$ cat config.mk
export PLATFORM = sky130hd
export DESIGN_NAME = ofr_ctrl
export DESIGN_NICKNAME = d
export VERILOG_FILES = /design/src/sv/ofr_pkg.sv /design/src/sv/ofr_ctrl.sv
export SDC_FILE = /design/constraint.sdc
export NUM_CORES = 1
export LEC_CHECK = 0
export BUFFER_PORTS_ARGS = -buffer_cell sky130_fd_sc_hd__buf_2
export CAP_MARGIN = 10
export CELL_PAD_IN_SITES_DETAIL_PLACEMENT = 1
export CELL_PAD_IN_SITES_GLOBAL_PLACEMENT = 1
export CORE_MARGIN = 3
export CORE_UTILIZATION = 30
export CTS_CLUSTER_SIZE = 40
export DETAILED_ROUTE_END_ITERATION = 12
export GPL_ROUTABILITY_DRIVEN = 0
export PLACE_DENSITY = 0.83
export RECOVER_POWER = 50
export SYNTH_ARGS = -nofsm -noshare
export SYNTH_HDL_FRONTEND = slang
export SYNTH_SLANG_ARGS = --single-unit
$ cat constraint.sdc
create_clock -name clk_i -period 1.85 [get_ports clk_i]
set_input_delay 0.2775 -clock clk_i [delete_from_list [all_inputs] [get_ports clk_i]]
set_output_delay 0.2775 -clock clk_i [all_outputs]
set_load 0.05 [all_outputs]
$ cat src/sv/ofr_pkg.sv
package ofr_pkg;

  localparam int SEQ_W = 5;
  localparam int GLYPH_COUNT = 44;
  localparam int INIT_LEN = 25;
  localparam logic [6:0] DEV_ADDR_RST = 7'd60;

  localparam logic [7:0] CTRL_CMD = 8'h00;
  localparam logic [7:0] CTRL_DATA = 8'h40;
  localparam logic [7:0] CMD_PAGE = 8'hB0;
  localparam logic [7:0] CMD_COL_HI = 8'h10;
  localparam logic [7:0] COL_LO_MASK = 8'h0F;
  localparam logic [5:0] GLYPH_FALLBACK = 6'd42;

  typedef enum logic [2:0] {
    ACT_PIXEL  = 3'd0,
    ACT_GLYPH  = 3'd1,
    ACT_CLEAR  = 3'd2,
    ACT_BEGIN  = 3'd3,
    ACT_TICK   = 3'd4,
    ACT_STATUS = 3'd5,
    ACT_INIT   = 3'd6,
    ACT_NOP    = 3'd7
  } action_e;

  typedef enum logic [1:0] {
    MODE_ADDR = 2'd0,
    MODE_DATA = 2'd1,
    MODE_INIT = 2'd2
  } mode_e;

  typedef struct packed {
    logic capture;
    logic pix_first;
    logic pix_rd;
    logic pix_wr;
    logic pix_next;
    logic clr_start;
    logic clr_step;
    logic emit_start;
    logic emit_load;
    logic data_rd;
    logic status_load;
    logic commit;
    logic begin_refresh;
    logic end_frame;
    logic init_reset;
  } cmd_t;

  typedef struct packed {
    action_e act;
    logic    pix_in_range;
    logic    pix_last;
    logic    clr_last;
    logic    emit_mem;
    logic    emit_last;
    logic    out_free;
    logic    tick_skip;
    logic    frame_done;
  } sts_t;

  localparam logic [7:0] INIT_CMDS [INIT_LEN] = '{
    8'hAE, 8'hD5, 8'h80, 8'hA8, 8'h3F, 8'hD3, 8'h00, 8'h40,
    8'h8D, 8'h14, 8'h20, 8'h02, 8'hA1, 8'hC8, 8'hDA, 8'h12,
    8'h81, 8'h7F, 8'hD9, 8'hF1, 8'hDB, 8'h40, 8'hA4, 8'hA6, 8'hAF
  };

  localparam logic [7:0] GLYPH_ROM [GLYPH_COUNT][5] = '{
    '{8'h00, 8'h00, 8'h00, 8'h00, 8'h00}, '{8'h3E, 8'h51, 8'h49, 8'h45, 8'h3E},
    '{8'h00, 8'h42, 8'h7F, 8'h40, 8'h00}, '{8'h42, 8'h61, 8'h51, 8'h49, 8'h46},
    '{8'h21, 8'h41, 8'h45, 8'h4B, 8'h31}, '{8'h18, 8'h14, 8'h12, 8'h7F, 8'h10},
    '{8'h27, 8'h45, 8'h45, 8'h45, 8'h39}, '{8'h3C, 8'h4A, 8'h49, 8'h49, 8'h30},
    '{8'h01, 8'h71, 8'h09, 8'h05, 8'h03}, '{8'h36, 8'h49, 8'h49, 8'h49, 8'h36},
    '{8'h06, 8'h49, 8'h49, 8'h29, 8'h1E}, '{8'h7E, 8'h11, 8'h11, 8'h11, 8'h7E},
    '{8'h7F, 8'h49, 8'h49, 8'h49, 8'h36}, '{8'h3E, 8'h41, 8'h41, 8'h41, 8'h22},
    '{8'h7F, 8'h41, 8'h41, 8'h22, 8'h1C}, '{8'h7F, 8'h49, 8'h49, 8'h49, 8'h41},
    '{8'h7F, 8'h09, 8'h09, 8'h09, 8'h01}, '{8'h3E, 8'h41, 8'h49, 8'h49, 8'h7A},
    '{8'h7F, 8'h08, 8'h08, 8'h08, 8'h7F}, '{8'h00, 8'h41, 8'h7F, 8'h41, 8'h00},
    '{8'h20, 8'h40, 8'h41, 8'h3F, 8'h01}, '{8'h7F, 8'h08, 8'h14, 8'h22, 8'h41},
    '{8'h7F, 8'h40, 8'h40, 8'h40, 8'h40}, '{8'h7F, 8'h02, 8'h0C, 8'h02, 8'h7F},
    '{8'h7F, 8'h04, 8'h08, 8'h10, 8'h7F}, '{8'h3E, 8'h41, 8'h41, 8'h41, 8'h3E},
    '{8'h7F, 8'h09, 8'h09, 8'h09, 8'h06}, '{8'h3E, 8'h41, 8'h51, 8'h21, 8'h5E},
    '{8'h7F, 8'h09, 8'h19, 8'h29, 8'h46}, '{8'h46, 8'h49, 8'h49, 8'h49, 8'h31},
    '{8'h01, 8'h01, 8'h7F, 8'h01, 8'h01}, '{8'h3F, 8'h40, 8'h40, 8'h40, 8'h3F},
    '{8'h1F, 8'h20, 8'h40, 8'h20, 8'h1F}, '{8'h3F, 8'h40, 8'h38, 8'h40, 8'h3F},
    '{8'h63, 8'h14, 8'h08, 8'h14, 8'h63}, '{8'h07, 8'h08, 8'h70, 8'h08, 8'h07},
    '{8'h61, 8'h51, 8'h49, 8'h45, 8'h43}, '{8'h00, 8'h36, 8'h36, 8'h00, 8'h00},
    '{8'h08, 8'h08, 8'h3E, 8'h08, 8'h08}, '{8'h08, 8'h08, 8'h08, 8'h08, 8'h08},
    '{8'h00, 8'h60, 8'h60, 8'h00, 8'h00}, '{8'h62, 8'h64, 8'h08, 8'h13, 8'h23},
    '{8'h02, 8'h01, 8'h51, 8'h09, 8'h06}, '{8'h20, 8'h10, 8'h08, 8'h04, 8'h02}
  };

  function automatic logic [5:0] glyph_idx(logic [7:0] code);
    logic [5:0] idx;
    idx = GLYPH_FALLBACK;
    if (code >= 8'h30 && code <= 8'h39) begin
      idx = 6'(code - 8'h2F);
    end else if (code >= 8'h41 && code <= 8'h5A) begin
      idx = 6'(code - 8'h36);
    end else if (code == 8'h20) begin
      idx = 6'd0;
    end else if (code == 8'h3A) begin
      idx = 6'd37;
    end else if (code == 8'h2B) begin
      idx = 6'd38;
    end else if (code == 8'h2D) begin
      idx = 6'd39;
    end else if (code == 8'h2E) begin
      idx = 6'd40;
    end else if (code == 8'h25) begin
      idx = 6'd41;
    end else if (code == 8'h2F) begin
      idx = 6'd43;
    end
    return idx;
  endfunction

endpackage

$ cat src/sv/ofr_ctrl.sv
module ofr_ctrl (
  input  logic          clk_i,
  input  logic          rst_ni,
  input  logic          in_valid_i,
  output logic          in_ready_o,
  input  ofr_pkg::sts_t sts_i,
  output ofr_pkg::cmd_t cmd_o
);
  import ofr_pkg::*;

  typedef enum logic [9:0] {
    ST_CLEAR    = 10'b0000000001,
    ST_IDLE     = 10'b0000000010,
    ST_DISPATCH = 10'b0000000100,
    ST_PIX_RD   = 10'b0000001000,
    ST_PIX_WR   = 10'b0000010000,
    ST_EMIT     = 10'b0000100000,
    ST_DATA_LD  = 10'b0001000000,
    ST_POST     = 10'b0010000000,
    ST_COMMIT   = 10'b0100000000,
    ST_STATUS   = 10'b1000000000
  } state_e;

  state_e state_q, state_d;

  always_ff @(posedge clk_i or negedge rst_ni) begin
    if (!rst_ni) begin
      state_q <= ST_CLEAR;
    end else begin
      state_q <= state_d;
    end
  end

  assign in_ready_o = (state_q == ST_IDLE);

  always_comb begin
    state_d = state_q;
    cmd_o = '0;
    unique case (state_q)
      ST_CLEAR: begin
        cmd_o.clr_step = 1'b1;
        if (sts_i.clr_last) begin
          state_d = (sts_i.act == ACT_INIT) ? ST_COMMIT : ST_IDLE;
        end
      end
      ST_IDLE: begin
        if (in_valid_i) begin
          cmd_o.capture = 1'b1;
          state_d = ST_DISPATCH;
        end
      end
      ST_DISPATCH: begin
        state_d = ST_IDLE;
        unique case (sts_i.act)
          ACT_PIXEL, ACT_GLYPH: begin
            cmd_o.pix_first = 1'b1;
            state_d = ST_PIX_RD;
          end
          ACT_CLEAR: begin
            cmd_o.clr_start = 1'b1;
            state_d = ST_CLEAR;
          end
          ACT_BEGIN: cmd_o.begin_refresh = 1'b1;
          ACT_TICK: begin
            if (sts_i.tick_skip) begin
              state_d = ST_IDLE;
            end else if (sts_i.frame_done) begin
              cmd_o.end_frame = 1'b1;
            end else begin
              cmd_o.emit_start = 1'b1;
              state_d = ST_EMIT;
            end
          end
          ACT_STATUS: state_d = ST_STATUS;
          ACT_INIT: begin
            cmd_o.init_reset = 1'b1;
            cmd_o.emit_start = 1'b1;
            state_d = ST_EMIT;
          end
          ACT_NOP: state_d = ST_IDLE;
          default: state_d = ST_IDLE;
        endcase
      end
      ST_PIX_RD: begin
        if (sts_i.pix_in_range) begin
          cmd_o.pix_rd = 1'b1;
          state_d = ST_PIX_WR;
        end else if (sts_i.pix_last) begin
          state_d = ST_IDLE;
        end else begin
          cmd_o.pix_next = 1'b1;
        end
      end
      ST_PIX_WR: begin
        cmd_o.pix_wr = 1'b1;
        if (sts_i.pix_last) begin
          state_d = ST_IDLE;
        end else begin
          cmd_o.pix_next = 1'b1;
          state_d = ST_PIX_RD;
        end
      end
      ST_EMIT: begin
        if (sts_i.out_free) begin
          if (sts_i.emit_mem) begin
            cmd_o.data_rd = 1'b1;
            state_d = ST_DATA_LD;
          end else begin
            cmd_o.emit_load = 1'b1;
            if (sts_i.emit_last) begin
              state_d = ST_POST;
            end
          end
        end
      end
      ST_DATA_LD: begin
        cmd_o.emit_load = 1'b1;
        state_d = sts_i.emit_last ? ST_POST : ST_EMIT;
      end
      ST_POST: begin
        if (sts_i.act == ACT_INIT) begin
          cmd_o.clr_start = 1'b1;
          state_d = ST_CLEAR;
        end else begin
          cmd_o.commit = 1'b1;
          state_d = ST_IDLE;
        end
      end
      ST_COMMIT: begin
        cmd_o.commit = 1'b1;
        state_d = ST_IDLE;
      end
      ST_STATUS: begin
        if (sts_i.out_free) begin
          cmd_o.status_load = 1'b1;
          state_d = ST_IDLE;
        end
      end
      default: state_d = ST_IDLE;
    endcase
  end

endmodule

==> results of run 1 <==
where the power goes:
part | switching, mW | leakage (nW) | internal (mW)
registers | 0.0518 | 0.129 | 0.252
clock network | 0.0940 | 0.0150 | 0.0836
logic | 0.672 | 0.732 | 0.587
total | 0.818 | 0.876 | 0.923
synth_stat cells:
master	count
a211o_2	1
nor2b_1	3
nand2_1	10
nor3_1	6
nand4b_1	3
nor4_1	1
a221o_1	1
mux2_2	1
nand4_1	4
buf_2	1
o2bb2ai_1	1
nor2_1	20
o21ai_0	1
o21ba_2	1
nand4b_4	1
xor2_1	3
dfrtp_1	9
buf_6	1
a221oi_1	2
a2111oi_0	1
and4b_1	1
dfstp_2	1
nor4_2	2
a21oi_1	3
inv_1	6
and2b_2	1
nor4_4	1
mux2i_1	1
o21bai_1	2
nand3_1	2
nor4b_1	2
a22oi_1	1
a32o_1	1
o22a_1	1
nor3b_2	1
o22ai_1	1
nor3b_1	1
and3_2	1
buf_4	1
metrics by stage:
stage | instances | power, mW
after global placement | 186 | 1.04
after global routing | 213 | 1.81
final | 213 | 1.74
after CTS | 204 | 1.46
after floorplan | 101 | 0.746
after detailed placement | 186 | 1.08
critical path, stage by stage, from the launching register on:
cell and delay (ns):
dfrtp_1 0.46, buf_4 0.20, nor3_1 0.27, nand4_1 0.23, mux2_4 0.33, nor3b_4 0.22, buf_6 0.19
what timing repair did:
item,in CTS,in global routing
endpoints found under the hold margin,9,0
pin swaps,8,18
cloned,0,0
setup buffers,13,12
hold buffers,1,0
gates resized for setup,58,24
setup endpoints to repair,22,24
final cells by class:
class | count | area share, %
repair buffers | 81 | 39.4
well taps | 30 | 2.09
multi-input cells | 82 | 41.5
clock buffers | 4 | 1.47
flip-flops and latches | 10 | 14.2
inverters | 6 | 1.40
path summary, 6_finish.rpt:
path / start / endpoint
max in group asynchronous: rst_ni / state_q[1]$_DFFE_PN0P_
setup / recovery: state_q[5]$_DFFE_PN0P_ / cmd_o[9]
min in group asynchronous: rst_ni / state_q[5]$_DFFE_PN0P_
hold / removal: sts_i[5] / state_q[0]$_DFFE_PN1P_
setup reg to reg: state_q[7]$_DFFE_PN0P_ / state_q[5]$_DFFE_PN0P_
hold reg to reg: state_q[2]$_DFFE_PN0P_ / state_q[8]$_DFFE_PN0P_
layout by cell type (no fill, tap or decap), drive strengths merged:
master / netlist / routed
a21oi: 3 / 3
and3: 1 / 1
o21ai: 1 / 1
dfstp: 1 / 1
a2111oi: 1 / 1
nor4b: 2 / 2
xor2: 3 / 3
nor2: 20 / 20
nor3b: 2 / 2
buf: 3 / 79
inv: 6 / 6
a221o: 1 / 1
nand2: 10 / 10
and2b: 1 / 1
a221oi: 2 / 2
and4b: 1 / 1
o2bb2ai: 1 / 1
nor3: 6 / 6
o21bai: 2 / 2
nand3: 2 / 2
o21ba: 1 / 1
dlygate4sd3: 0 / 1
a211o: 1 / 1
a22oi: 1 / 1
mux2: 1 / 1
clkbuf: 0 / 5
nand4: 4 / 4
o22a: 1 / 1
o22ai: 1 / 1
nor2b: 3 / 3
mux2i: 1 / 1
nand4b: 4 / 4
dfrtp: 9 / 9
nor4: 4 / 4
a32o: 1 / 1
routing by layer:
layer  routed length [µm]  vias to the layer above  part of all wire (%)
li1                     -                      539                     -
met1                 2290                      650                    40
met2                 2590                       99                    45
met3                  504                       34                   8.8
met4                  313                        0                   5.5
met5                    0                        -                     0
cells by family after synthesis:
group | count (synthesis) | synth area share [%]
compound gates | 17 | 15.8
xor+xnor | 3 | 3.13
buf+inv | 9 | 5.51
flops | 10 | 29.9
mux | 2 | 2.53
simple gates | 60 | 43.2
==> flow_summary.toml, run 1 <==
[pwr]
leakagePower_nw = 0.876
peakVddDrop_mv = 0.984
p_per_area_nw_per_um2 = 971

[placement]
dpl_cell_area_um2 = 1300
io_buffers = 29
dp_slack_ns = -0.281
dp_hpwl_um = 2760

[drt]
wl_um = 5700
wl_per_cell_um = 26.8
drc = 0
vias = 1322
ant_nets = 0
vias_per_cell = 6.21
drtIter0Drc = 67
firstDrtPassIters = 4

[global_route]
gr-total-overflow = 0
antenna_found_initial = 0
gr-usage-met2_pct = 49.5
grtUsageMet1_pct = 38.1
track_usage_pct = 30.9
grt_pass1_vias = 1402
grt_pass1_wl_um = 7790
met3_usage_pct = 7.02
busiest_layer = "met2"
grt_max_degree = 11

[clock_tree]
clock-sinks = 10
path_clk_slew_ns = 0.09
clk_path_buf_depth = 2
cts_tree = "yes"
h-tree-depth = 1
cts-root-buf = "clkbuf_4"
clock_latency_ns = 0.29
numCtsBuffers = 3

[synth]
avgSynthCellArea_um2 = 8.32
synth_warnings = 0
synth.distinct_cells = 39
syn_nets = 115
synth_area_leaders = "dfrtp_1, nor2_1, nand2_1"
synthesis.area_um2 = 841
yosysTopAreaCell = "dfrtp_1"
synth.top_cell.area_share_pct = 26.8
synth.ff_latch_count = 10
synth_cells = 101
ys_seq_area_share_pct = 29.9

[cells_and_area]
nNetsFinal = 198
area.growth.synth_to_final_pct = 113
largest_reg_flops = 10
largestRegisters = "state_q x10"
fill_cells = 255
final_area_um2 = 1790
multi_input_area_um2 = 744
antenna_cells = 0
drive_gt1_share_pct = 65.6
register_area_um2 = 254
regMostFlops = "state_q"
final_util_pct = 69.8

[run]
drv_cap = 0

[worst_setup_path]
start_kind = "register"
r2r_cells = 8
reg2reg_slack_ns = -0.32
required_ns = 1.57
crit_arrival_ns = 2.19
crit_fanout = 6
criticalPathCategory = "reg -> out"
end_kind = "primary output"

[floorplanning]
core_area_um2 = 2570
start_util_pct = 32.7
fp.dieW_um = 58.9
num_rows = 18
die-area_um2 = 3470
io_pins = 30
die_y_um = 58.9

[sta]
final-setup-viol-count = 23
final-hold-violation-count = 0
finalCritPeriodShare_pct = 134
timing.final.max_slew_violations = 0
fin_ws_ns = -0.622
final.setup.tns_ns = -8.36
worst_pin_slew_ns = 0.701
rsz0062_at_grt = "yes"
min_period_ns = 2.47
max_freq_ghz = 0.404
clock_skew_ns = 0.0282
slew_headroom_pct = 53.3
hold_slack_ns = 0.203

[worst_hold_path]
whs_path_depth = 2
hp-class = "in -> reg"

[outcome]
status = "complete, but fails checks"
violations = "negative setup slack"
Power figures use the tool's default switching activity.
==> run 2, diff against run 1 <==
==> constraint.sdc (replaced) <==
create_clock -name clk_i -period 2.2 [get_ports clk_i]
set_input_delay 0.33 -clock clk_i [delete_from_list [all_inputs] [get_ports clk_i]]
set_output_delay 0.33 -clock clk_i [all_outputs]
set_load 0.05 [all_outputs]
==> run 2 against run 1 <==
Compared with the run above:
- the flow still finishes with violations (negative setup slack)
- utilization is 17 points lower
- wire length shrank 28%
- critical path depth unchanged
- largest cell class unchanged
- highest routed layer unchanged
==> flow_summary.toml, run 2 (synthesis gave the netlist of run 1 again) <==
[sta]
timing.final.max_slew_violations = 0
final-setup-viol-count = 10
fin_ws_ns = -0.102
rsz0062_at_grt = "yes"
clock_skew_ns = 0.00760
worst_pin_slew_ns = 0.729
min_period_ns = 2.30
finalCritPeriodShare_pct = 105
slew_headroom_pct = 50.1
max_freq_ghz = 0.434
final.setup.tns_ns = -0.456
final-hold-violation-count = 0

[clock_tree]
clk_path_buf_depth = 2
numCtsBuffers = 3
h-tree-depth = 1
cts-root-buf = "clkbuf_4"
clock_latency_ns = 0.28
cts_tree = "yes"
path_clk_slew_ns = 0.08
clock-sinks = 10

[cells_and_area]
final_util_pct = 52.5
drive_gt1_share_pct = 52.0
regMostFlops = "state_q"
register_area_um2 = 255
fill_cells = 308
largestRegisters = "state_q x10"
antenna_cells = 0
area.growth.synth_to_final_pct = 60.3
multi_input_area_um2 = 646
final_common_cell = "buf_4"
final_cell_mix = "buf_4, buf_2, nor2_1"
nNetsFinal = 167
largest_reg_flops = 10

[global_route]
antenna_found_initial = 0
grt_max_degree = 11
gr-total-overflow = 0
grt_pass1_wl_um = 5480
grt_pass1_vias = 1176
track_usage_pct = 20.5

[worst_setup_path]
crit_slowest_cell = "dfrtp_1"
criticalPathCategory = "reg -> out"
required_ns = 1.87
crit_chain = "nor4_4 -> nand4b_4 -> buf_4 -> nor2_2 -> and4b_1 -> buf_6"
crit_fanout = 6
end_kind = "primary output"
r2r-start = "state_q[1]$_DFFE_PN0P_"
critPathBufInv = 2
r2r_cells = 6
reg2reg_slack_ns = -0.04
path_depth = 6
startpoint = "state_q[7]$_DFFE_PN0P_"
critPathCapture = "cmd_o[1]"
start_kind = "register"
crit_family = "simple AND/OR/NAND/NOR gates"
reg2reg_to = "state_q[1]$_DFFE_PN0P_"
crit_arrival_ns = 1.97
max_stage_delay_ns = 0.42

[drt]
wl_um = 4080
firstDrtPassIters = 4
ant_nets = 0
vias_per_cell = 5.96
drc = 0
vias = 1085
wl_per_cell_um = 22.4
drtIter0Drc = 29

[pwr]
p_per_area_nw_per_um2 = 806
peakVddDrop_mv = 0.734
leakagePower_nw = 0.649

[floorplanning]
die_y_um = 58.9
die-area_um2 = 3470
start_util_pct = 32.7
core_area_um2 = 2570
num_rows = 18
fp.dieW_um = 58.9
io_pins = 30

[outcome]
status = "complete, but fails checks"
violations = "negative setup slack"

[worst_hold_path]
hp-class = "in -> reg"

[placement]
dp_hpwl_um = 2310
io_buffers = 29

[run]
drv_cap = 0
## run 2: cell type report
class | count | share of cell area, %
sequential | 10 | 18.9
inverter | 6 | 1.67
multi-input combinational | 82 | 47.9
timing repair buffer | 50 | 26.7
tap | 30 | 2.79
clock buffer | 4 | 1.95
## run 2: repair_timing
action	CTS	global route
hold buffers	1	0
gates resized for setup	19	17
endpoints found under the hold margin	9	0
setup buffers	7	3
pin swaps	4	6
endpoints found under the setup margin	11	15
## run 2: worst min-delay path by stage
stage	from	to	slack [ns]	cells past startpoint
detailed placement	rst_ni	state_q[4]$_DFFE_PN0P_	0.20	1
global route	in_valid_i	state_q[1]$_DFFE_PN0P_	0.27	2
finish	in_valid_i	state_q[1]$_DFFE_PN0P_	0.27	2
global placement	rst_ni	state_q[4]$_DFFE_PN0P_	0.20	1
floorplan	rst_ni	state_q[1]$_DFFE_PN0P_	0.03	0
CTS	sts_i[5]	state_q[0]$_DFFE_PN1P_	0.24	2
## run 2: metrics by stage
step / hold WS (ns) / power (mW) / instance area (µm²) / std cells / setup WS, ns
after global placement: 0.197 / 0.747 / 1120 / 167 / 0.152
after global routing: 0.268 / 1.13 / 1350 / 182 / -0.165
after floorplan: 0.0344 / 0.608 / 882 / 101 / -0.0877
final: 0.268 / 1.09 / 1350 / 182 / -0.102
after detailed placement: 0.201 / 0.772 / 1120 / 167 / 0.117
after CTS: 0.239 / 0.984 / 1260 / 179 / -0.0175
## run 2: power by group
part           leakage [nW]  switching [mW]  total, mW  internal [mW]
sequential            0.128          0.0571      0.269          0.212
combinational         0.507           0.396      0.672          0.276
clock                0.0150          0.0746      0.145         0.0704
## run 2: worst register-to-register path, stage by stage (launching register included)
cell       delay [ns]
dfrtp_2          0.45
buf_4            0.16
nor4b_2          0.40
a221oi_1         0.12
o22a_1           0.23
a2111oi_0        0.59
o22ai_1          0.13
## run 2: per-layer routing
layer / vias up / global-route usage, % / routed length [µm]
li1: 474 / - / -
met1: 545 / 22.4 / 1600
met2: 51 / 37.2 / 2120
met5: - / 0 / 0
met3: 15 / 3.95 / 211
met4: 0 / 10.4 / 150
